$ cat src/hw/rtl/swthd_pkg.sv
// shared types and constants for the single-wire temperature and humidity decoder
package swthd_pkg;

    // frame geometry
    localparam int FRAME_BITS = 40;
    localparam int CNT_W      = 6;
    localparam int US_W       = 16;
    localparam int WORD_W     = 16;
    localparam int BYTE_W     = 8;
    localparam int CFG_IDX_W  = 3;

    // request kinds on the input channel
    localparam logic REQ_START    = 1'b0;
    localparam logic REQ_INTERVAL = 1'b1;

    // register reset values
    localparam logic [US_W-1:0] SYNC_MIN_RST = 16'd140;
    localparam logic [US_W-1:0] SYNC_MAX_RST = 16'd180;
    localparam logic [US_W-1:0] ZERO_MIN_RST = 16'd60;
    localparam logic [US_W-1:0] ZERO_MAX_RST = 16'd90;
    localparam logic [US_W-1:0] ONE_MIN_RST  = 16'd100;
    localparam logic [US_W-1:0] ONE_MAX_RST  = 16'd135;

    // configuration register indexes
    typedef enum logic [CFG_IDX_W-1:0] {
        CFG_SYNC_MIN = 3'd0,
        CFG_SYNC_MAX = 3'd1,
        CFG_ZERO_MIN = 3'd2,
        CFG_ZERO_MAX = 3'd3,
        CFG_ONE_MIN  = 3'd4,
        CFG_ONE_MAX  = 3'd5
    } cfg_idx_t;

    // pulse width windows, all bounds exclusive
    typedef struct packed {
        logic [US_W-1:0] sync_min;
        logic [US_W-1:0] sync_max;
        logic [US_W-1:0] zero_min;
        logic [US_W-1:0] zero_max;
        logic [US_W-1:0] one_min;
        logic [US_W-1:0] one_max;
    } win_cfg_t;

    // one decoded frame result
    typedef struct packed {
        logic              emit;
        logic [WORD_W-1:0] humidity;
        logic [WORD_W-1:0] temperature;
        logic              checksum_ok;
    } frame_res_t;

    // strict window test
    function automatic logic in_window(input logic [US_W-1:0] v,
                                       input logic [US_W-1:0] lo,
                                       input logic [US_W-1:0] hi);
        return (v > lo) && (v < hi);
    endfunction

endpackage

$ cat src/hw/rtl/swthd_frame.sv
// frame capture state, interval classification and checksum check
module swthd_frame (
    input  logic                      aclk,
    input  logic                      aresetn,
    input  logic                      fire,
    input  logic                      req_type,
    input  logic [swthd_pkg::US_W-1:0] interval_us,
    input  swthd_pkg::win_cfg_t       win_cfg,
    output swthd_pkg::frame_res_t     res
);
    import swthd_pkg::*;

    logic [CNT_W-1:0]      bit_count_reg, bit_count_next;
    logic [FRAME_BITS-1:0] frame_reg, frame_next;
    logic                  capturing_reg, capturing_next;
    logic [WORD_W-1:0]     humidity_reg, humidity_next;
    logic [WORD_W-1:0]     temperature_reg, temperature_next;

    logic                  is_sync, is_zero, is_one;
    logic [CNT_W-1:0]      bit_idx;
    logic [CNT_W-1:0]      count_inc;
    logic [FRAME_BITS-1:0] frame_set;
    logic [BYTE_W-1:0]     sum;
    logic                  sum_ok;

    // classify the interval
    assign is_sync = in_window(interval_us, win_cfg.sync_min, win_cfg.sync_max);
    assign is_zero = in_window(interval_us, win_cfg.zero_min, win_cfg.zero_max);
    assign is_one  = in_window(interval_us, win_cfg.one_min, win_cfg.one_max);

    // msb first bit placement
    assign bit_idx   = CNT_W'(FRAME_BITS - 1) - bit_count_reg;
    assign count_inc = bit_count_reg + CNT_W'(1);

    always_comb begin
        frame_set = frame_reg;
        if (is_one && !is_zero) begin
            frame_set[bit_idx] = 1'b1;
        end
    end

    // checksum over the updated frame
    assign sum = frame_set[39:32] + frame_set[31:24] + frame_set[23:16] + frame_set[15:8];
    assign sum_ok = (sum == frame_set[7:0]);

    // next state and result
    always_comb begin
        bit_count_next   = bit_count_reg;
        frame_next       = frame_reg;
        capturing_next   = capturing_reg;
        humidity_next    = humidity_reg;
        temperature_next = temperature_reg;
        res.emit         = 1'b0;
        res.checksum_ok  = sum_ok;
        if (fire) begin
            if (req_type == REQ_START) begin
                frame_next     = '0;
                bit_count_next = '0;
                capturing_next = 1'b1;
            end else if (capturing_reg) begin
                if (is_sync) begin
                    bit_count_next = '0;
                end else begin
                    frame_next     = frame_set;
                    bit_count_next = count_inc;
                    if (count_inc == CNT_W'(FRAME_BITS)) begin
                        capturing_next = 1'b0;
                        res.emit       = 1'b1;
                        if (sum_ok) begin
                            humidity_next    = frame_set[39:24];
                            temperature_next = frame_set[23:8];
                        end
                    end
                end
            end
        end
        res.humidity    = humidity_next;
        res.temperature = temperature_next;
    end

    // state registers
    always_ff @(posedge aclk) begin
        if (!aresetn) begin
            bit_count_reg   <= '0;
            frame_reg       <= '0;
            capturing_reg   <= 1'b0;
            humidity_reg    <= '0;
            temperature_reg <= '0;
        end else begin
            bit_count_reg   <= bit_count_next;
            frame_reg       <= frame_next;
            capturing_reg   <= capturing_next;
            humidity_reg    <= humidity_next;
            temperature_reg <= temperature_next;
        end
    end

endmodule

$ cat src/hw/rtl/single_wire_temp_humidity_decoder_core.sv
// top level of the single-wire temperature and humidity frame decoder
//
//  channel  direction  payload
//  s_       in         tuser: req_type; tdata: interval_us
//  m_       out        tdata: humidity, temperature; tuser: checksum_ok
//  cfg_     in         cfg_index, cfg_data (window bounds)
//
// one item per cycle sustained unless the output register stalls; an item is held
// in the input register, is decoded by the frame logic and its result lands in the
// output register; a result is valid once its last item has passed both registers.
// aresetn is synchronous; it clears the frame state and held words and restores
// the default windows.
// a stalled output register holds the input register, which then drops s_tready.
module single_wire_temp_humidity_decoder_core (
    input  logic                           aclk,
    input  logic                           aresetn,
    input  logic                           s_tvalid,
    output logic                           s_tready,
    input  logic [15:0]                    s_tdata,   // [15:0] interval_us
    input  logic                           s_tuser,   // [0] req_type
    output logic                           m_tvalid,
    input  logic                           m_tready,
    output logic [31:0]                    m_tdata,   // [15:0] humidity, [31:16] temperature
    output logic                           m_tuser,   // [0] checksum_ok
    input  logic                           cfg_valid,
    output logic                           cfg_ready,
    input  logic [swthd_pkg::CFG_IDX_W-1:0] cfg_index,
    input  logic [15:0]                    cfg_data
);
    import swthd_pkg::*;

    logic              in_valid_reg, in_valid_next;
    logic              in_req_reg;
    logic [US_W-1:0]   in_iv_reg;
    logic              out_free;
    logic              fire;
    logic              s_accept;
    win_cfg_t          win_reg;
    frame_res_t        res;
    logic              m_valid_reg;
    logic [31:0]       m_data_reg;
    logic              m_user_reg;

    // handshake control
    assign out_free      = !m_valid_reg || m_tready;
    assign fire          = in_valid_reg && out_free;
    assign s_tready      = !in_valid_reg || fire;
    assign s_accept      = s_tvalid && s_tready;
    assign in_valid_next = s_accept ? 1'b1 : (fire ? 1'b0 : in_valid_reg);
    assign cfg_ready     = 1'b1;

    // input register
    always_ff @(posedge aclk) begin
        if (!aresetn) begin
            in_valid_reg <= 1'b0;
        end else begin
            in_valid_reg <= in_valid_next;
        end
        if (s_accept) begin
            in_req_reg <= s_tuser;
            in_iv_reg  <= s_tdata;
        end
    end

    // window registers
    always_ff @(posedge aclk) begin
        if (!aresetn) begin
            win_reg.sync_min <= SYNC_MIN_RST;
            win_reg.sync_max <= SYNC_MAX_RST;
            win_reg.zero_min <= ZERO_MIN_RST;
            win_reg.zero_max <= ZERO_MAX_RST;
            win_reg.one_min  <= ONE_MIN_RST;
            win_reg.one_max  <= ONE_MAX_RST;
        end else if (cfg_valid) begin
            case (cfg_index)
                CFG_SYNC_MIN: win_reg.sync_min <= cfg_data;
                CFG_SYNC_MAX: win_reg.sync_max <= cfg_data;
                CFG_ZERO_MIN: win_reg.zero_min <= cfg_data;
                CFG_ZERO_MAX: win_reg.zero_max <= cfg_data;
                CFG_ONE_MIN:  win_reg.one_min  <= cfg_data;
                CFG_ONE_MAX:  win_reg.one_max  <= cfg_data;
                default: ;
            endcase
        end
    end

    // frame decode
    swthd_frame u_frame (
        .aclk        (aclk),
        .aresetn     (aresetn),
        .fire        (fire),
        .req_type    (in_req_reg),
        .interval_us (in_iv_reg),
        .win_cfg     (win_reg),
        .res         (res)
    );

    // output register
    always_ff @(posedge aclk) begin
        if (!aresetn) begin
            m_valid_reg <= 1'b0;
        end else if (fire && res.emit) begin
            m_valid_reg <= 1'b1;
        end else if (m_tready) begin
            m_valid_reg <= 1'b0;
        end
        if (fire && res.emit) begin
            m_data_reg <= {res.temperature, res.humidity};
            m_user_reg <= res.checksum_ok;
        end
    end

    assign m_tvalid = m_valid_reg;
    assign m_tdata  = m_data_reg;
    assign m_tuser  = m_user_reg;

endmodule

$ cat config.mk
export PLATFORM = sky130hd
export DESIGN_NAME = single_wire_temp_humidity_decoder_core
export DESIGN_NICKNAME = d
export VERILOG_FILES = /design/src/hw/rtl/swthd_pkg.sv /design/src/hw/rtl/swthd_frame.sv /design/src/hw/rtl/single_wire_temp_humidity_decoder_core.sv
export SDC_FILE = /design/constraint.sdc
export NUM_CORES = 1
export LEC_CHECK = 0
export BUFFER_PORTS_ARGS = -buffer_cell sky130_fd_sc_hd__buf_2
export CAP_MARGIN = 40
export CORE_AREA = 2 2 173 124
export DETAILED_ROUTE_END_ITERATION = 8
export DIE_AREA = 0 0 175 126
export PLACE_DENSITY_LB_ADDON = 0.2
export SLEW_MARGIN = 20
export SYNTH_ARGS = -nofsm -noshare
export SYNTH_HDL_FRONTEND = slang
export SYNTH_SLANG_ARGS = --single-unit
$ cat constraint.sdc
create_clock -name aclk -period 8.5 [get_ports aclk]
set_input_delay 1.7 -clock aclk [delete_from_list [all_inputs] [get_ports aclk]]
set_output_delay 1.7 -clock aclk [all_outputs]
set_load 0.02 [all_outputs]
# ---- Yosys cells after proc, flatten, opt, wreduce, memory -nomap -nowiden
# Index checks and enable logic that the tools add are counted.
dict set report totals {
  ff_bits 227
  latchBits 0
  mem_bits_rw 0
  romBits 0
  in_bits 41
  elab_cells 98
  mem_count 0
}
dict set report classes {
  add_sub_neg 5
  multipliers 0
  div 0
  magnitude_cmp 8
  n_eq_ne 9
  shift 0
  n_mux 34
  n_bitwise 1
  reduce_logical 24
}
# cell n
set op_table {}
lappend op_table {{$mux 16} 12}
lappend op_table {{$mux 40} 4}
lappend op_table {{$gt 16x16->1} 3}
lappend op_table {{$lt 16x16->1} 3}
lappend op_table {{$or 40x40->40} 1}
lappend op_table {{$add 8x8->8} 3}
lappend op_table {{$mux 6} 3}
lappend op_table {{$mux 1} 14}
lappend op_table {{$reduce_and 2->1} 7}
lappend op_table {{$eq 8x8->1} 1}
lappend op_table {{$logic_and 1x1->1} 8}
lappend op_table {{$lt 6x7->1 const B} 1}
lappend op_table {{$add 6x1->6 const B} 1}
lappend op_table {{$demux 1 s6} 1}
lappend op_table {{$eq 3x2->1 const B} 2}
lappend op_table {{$eq 3x3->1 const B} 2}
lappend op_table {{$eq 6x6->1 const B} 1}
lappend op_table {{$ge 6x1->1 const B} 1}
lappend op_table {{$sub 6x6->6 const A} 1}
lappend op_table {{$reduce_bool 2->1} 2}
lappend op_table {{$eq 3x1->1 const B} 1}
lappend op_table {{$logic_not 1->1} 3}
lappend op_table {{$logic_not 3->1} 1}
lappend op_table {{$reduce_and 3->1} 1}
lappend op_table {{3 further kinds} 4}

# ---- Longest topological paths before layout
dict set report logic_depth {
  depth_word 17
  mapped_depth 32
  depth_no_buf 28
}

# ---- Modules after synthesis
# From an unflattened synthesis, not the netlist that was laid out.
dict set report unflattened {
  hier_cells 1324
  area_unflattened_um2 12299.3
}
# mod n_inst cells_per_inst area_each_um2 seq_area_each_um2
set by_module_without_submodules {}
lappend by_module_without_submodules {swthd_frame 1 916 7016.7 1581.5}
lappend by_module_without_submodules {single_wire_temp_humidity_decoder_core 1 408 5282.6 3463.3}

# ---- Worst setup path before layout
# No wires, ideal clock.
dict set report synth_path {
  kind {register -> register}
  from {register in_iv_reg[2]}
  to {register m_data_reg[25] (netlist: m_tdata[25]) (data pin)}
  t_arrival_ns 6.583
  t_required_ns 8.238
  slack_ns 1.655
  path_stages_with_launch 30
  n_path_buf 4
  synth_period_minus_slack_ns 6.845
  path_cell_list {edfxtp_1 -> ha_1 -> a211o_1 -> a31oi_1 -> o41ai_1 -> a211oi_1 -> a211oi_4 -> buf_2 -> and2_1 -> clkbuf_1 -> or2_2 -> a211oi_1 -> nor2_1 -> ha_1 -> or2_2 -> fa_1 -> inv_1 -> fa_1 -> xor2_1 -> o221ai_1 -> a21oi_1 -> nand4_1 -> a211oi_1 -> o2111ai_1 -> a21oi_1 -> nand4_1 -> mux2i_1 -> buf_4 -> buf_8 -> mux2_1}
}
# element line
set synth_rtl {}
lappend synth_rtl {{from (decl)} single_wire_temp_humidity_decoder_core.sv:34} ;# logic [US_W-1:0] in_iv_reg;
lappend synth_rtl {{from (signal assigned)} single_wire_temp_humidity_decoder_core.sv:61} ;# in_iv_reg <= s_tdata;
lappend synth_rtl {{to (signal assigned)} single_wire_temp_humidity_decoder_core.sv:108} ;# m_data_reg <= {res.temperature, res.humidity};
lappend synth_rtl {{to (decl)} single_wire_temp_humidity_decoder_core.sv:41} ;# logic [31:0] m_data_reg;

==> key figures <==
Run status
  – Status: completed

Layout
  – Commonest non-fill, non-tap cells in the layout: nand2_1, dfxtp_1, inv_1, ha_1, a21boi_0
  – Area growth syn-to-layout: 10.9%
  – Share of layout cells above drive strength 1: approximately a tenth
  – Most common cell after layout, fill and taps aside: nand2_1
  – Total Nets Final: 1578
  – Max reg flops: 96
  – Post-route cell area: 13900 um^2

Power
  – Worst VDD drop: 0.157 mV
  – Final Total Pwr: roughly 2.3 mW
  – PwrDens: between 150 and 200 nW/um^2
  – Leakage: ~5.4 nW

Timing
  – Min cycle time layout: 7.79 ns
  – Slew @ Worst Pin: ~1 ns
  – Setup_tns: 0 ns
  – Slew Limit Fails: 0
  – Fin. Hold Viols: 0
  – Worst Skew: 0.0137 ns
  – Maximum clock rate: approximately 130 MHz
  – Slew headroom: 34.1%
  – Final setup vio count: 0
  – RSZ-0062 raised after global routing: no
  – Worst Hold Slack: approximately 0.45 ns
  – Worst Slack Setup Final: 0.705 ns
  – Final period util: approximately nine tenths

Placed design
  – I/O Buffers: 75
  – RD Place Congestion: 0.997
  – Post-DP HPWL: about 23000 um
  – Post-DP Area: 13100 um^2
  – Worst slack, placed: 0.893 ns

Min path
  – Hold path start: u_frame.humidity_reg[10]
  – Hold Crit Depth: 2
  – Hold WC Path Type: flip-flop to flip-flop

Clocking
  – Num CTS Buffers: 23
  – Skew-Pair Late Insertion Delay: 0.52 ns
  – Post_cts resized: 0
  – Hold_buf cts: 0
  – CTS tree: built
  – Root Driver: clkbuf_16
  – CTS Sinks: 227
  – CTS max path bufs: 3
  – H-tree Lvls: 1
  – Total setup buffers inserted after CTS: 0
  – Worst-path clk slew: around 0.070 ns

Synthesis
  – Most frequently used flop master after synthesis: dfxtp_1
  – Synth area leader: dfxtp_1
  – Post-synth top area share: 28.4%
  – EDFF count, synth: 50
  – Seq/Total Area, Yosys: between 40% and 50%
  – Syn nets: 1528
  – Syn Inst Count: roughly 1400
  – Number of distinct library cells after synthesis: 66
  – Synth top area cells: dfxtp_1, edfxtp_1, ha_1, nand2_1, a21boi_0
  – Synth warn: 0
  – Yosys reg bits: 227
  – Avg Cell Area, Syn: 9.13 um^2
  – Mapped Area: 12500 um^2
  – Async set or reset register ratio after synthesis: 0%

Die
  – I/O pins: 77
  – Die X: 175 um
  – Die H: about 130 um
  – Die footprint: 22100 um^2
  – Core area: 20400 um^2
  – Initial Utilization: 61.2%
  – Rows: 44

Critical path
  – Critical path type: flip-flop to flip-flop
  – Worst EP arrival: 8.05 ns
  – Worst reg2reg path depth: 26
  – CP Capture Type: flip-flop
  – Reg2Reg Launch Point: in_iv_reg[15]
  – CP max FO: 55
  – Crit path launch: in_iv_reg[15]
  – Worst path required time: 8.75 ns
  – Crit path launch type: flip-flop

Drt
  – Initial drt markers: roughly 900
  – Via count: about 10000
  – Pre-antenna DRT Iters: 6
  – Vias per cell: 5.84
  – Post-route ant nets: 0
  – WL/cell: approximately 19 um
  – Drt total wl: 32500 um
  – Residual DRC: 0

Flow run
  – Max cap viols: 0

GRT
  – GRT Residual Overflow: 0
  – Largest net degree at the start of global routing: 100
  – Vias in the first global route: 9331
  – All-Layer GR Usage: 29.4%
  – First-pass GRT wire length: 51100 um
  – Initial antenna violation count: 2
synth_stat cells, types with 15 or more instances:
library cell	number
inv_1	123
a21oi_1	41
mux2_1	27
o21ai_0	15
a22oi_1	34
nor2_1	27
o211ai_1	29
ha_1	107
mux2i_1	33
o21bai_1	15
nand2_1	275
dfxtp_1	177
nand4_1	16
edfxtp_1	50
a21o_1	27
a21boi_0	81
clkbuf_1	58
nor2b_1	53
logic make-up (layout without fill, tap and decap cells):
family                   count (synthesis)  in the layout  share of synthesized area (%)
AND/OR/NAND/NOR                        449            449                           16.5
AO/OA/AOI/OAI                          304            304                           17.7
flip-flops                             227            227                           40.4
buffers and inverters                  192            259                           6.23
adder cells (fa/ha/maj)                118            118                           12.5
multiplexers                            66             66                           5.80
XOR/XNOR                                12             12                          0.901
other                                    1              2                         0.0300
area by class of cell:
type / count / area [um^2]
Multi-Input combinational cell: 950 / 6700
Clock buffer: 32 / 629
Clock inverter: 10 / 61.3
Sequential cell: 227 / 5040
Timing Repair Buffer: 94 / 611
Tap cell: 276 / 345
Inverter: 123 / 462
Fill cell: 1685 / 6570
Antenna cell: 1 / 2.50
power by group:
part           total [mW]  internal, mW  switching (mW)  leakage [nW]
combinational       0.214        0.0834           0.130          3.21
clock               0.955         0.521           0.434         0.336
sequential           1.14          1.12          0.0189          1.83
stage by stage:
stage                     utilization, %  cells
after detailed placement            64.3   1669
after global placement              63.7   1661
after CTS                           67.7   1711
final                               67.8   1713
after global routing                67.8   1712
after floorplan                        -   1369
path summary, 6_finish.rpt:
path,slack (ns),endpoint
setup reg to reg,0.71,m_tdata[4]
setup / recovery,0.71,m_tdata[4]
hold reg to reg,0.45,u_frame.humidity_reg[10]
hold / removal,0.45,u_frame.humidity_reg[10]
critical path: stages, from the launching register on:
cell and delay (ns):
edfxtp_1 0.50, ha_1 0.40, nand4_1 0.23, nor4_1 0.49
a211o_1 0.22, a211oi_1 0.07, a211oi_4 0.65, and2_1 0.52
a21o_1 0.21, and2_1 0.16, nor2_1 0.06, ha_1 0.17
or2_2 0.30, fa_1 0.53, inv_1 0.07, fa_1 0.45
xor2_1 0.30, o221ai_1 0.20, a21oi_1 0.17, nand4_1 0.11
a211oi_1 0.17, o2111ai_1 0.14, a21oi_1 0.23, nand4_1 0.20
mux2i_4 0.21, buf_12 0.33, mux2_1 0.38
metal layers:
layer / GRT usage [%] / wire, um / vias to the layer above
li1: - / - / 4813
met1: 47.2 / 16200 / 4759
met3: 6.37 / 3130 / 31
met4: 4.61 / 405 / 2
met2: 40.5 / 12700 / 394
met5: 0 / 13 / -
Power figures use the tool's default switching activity.
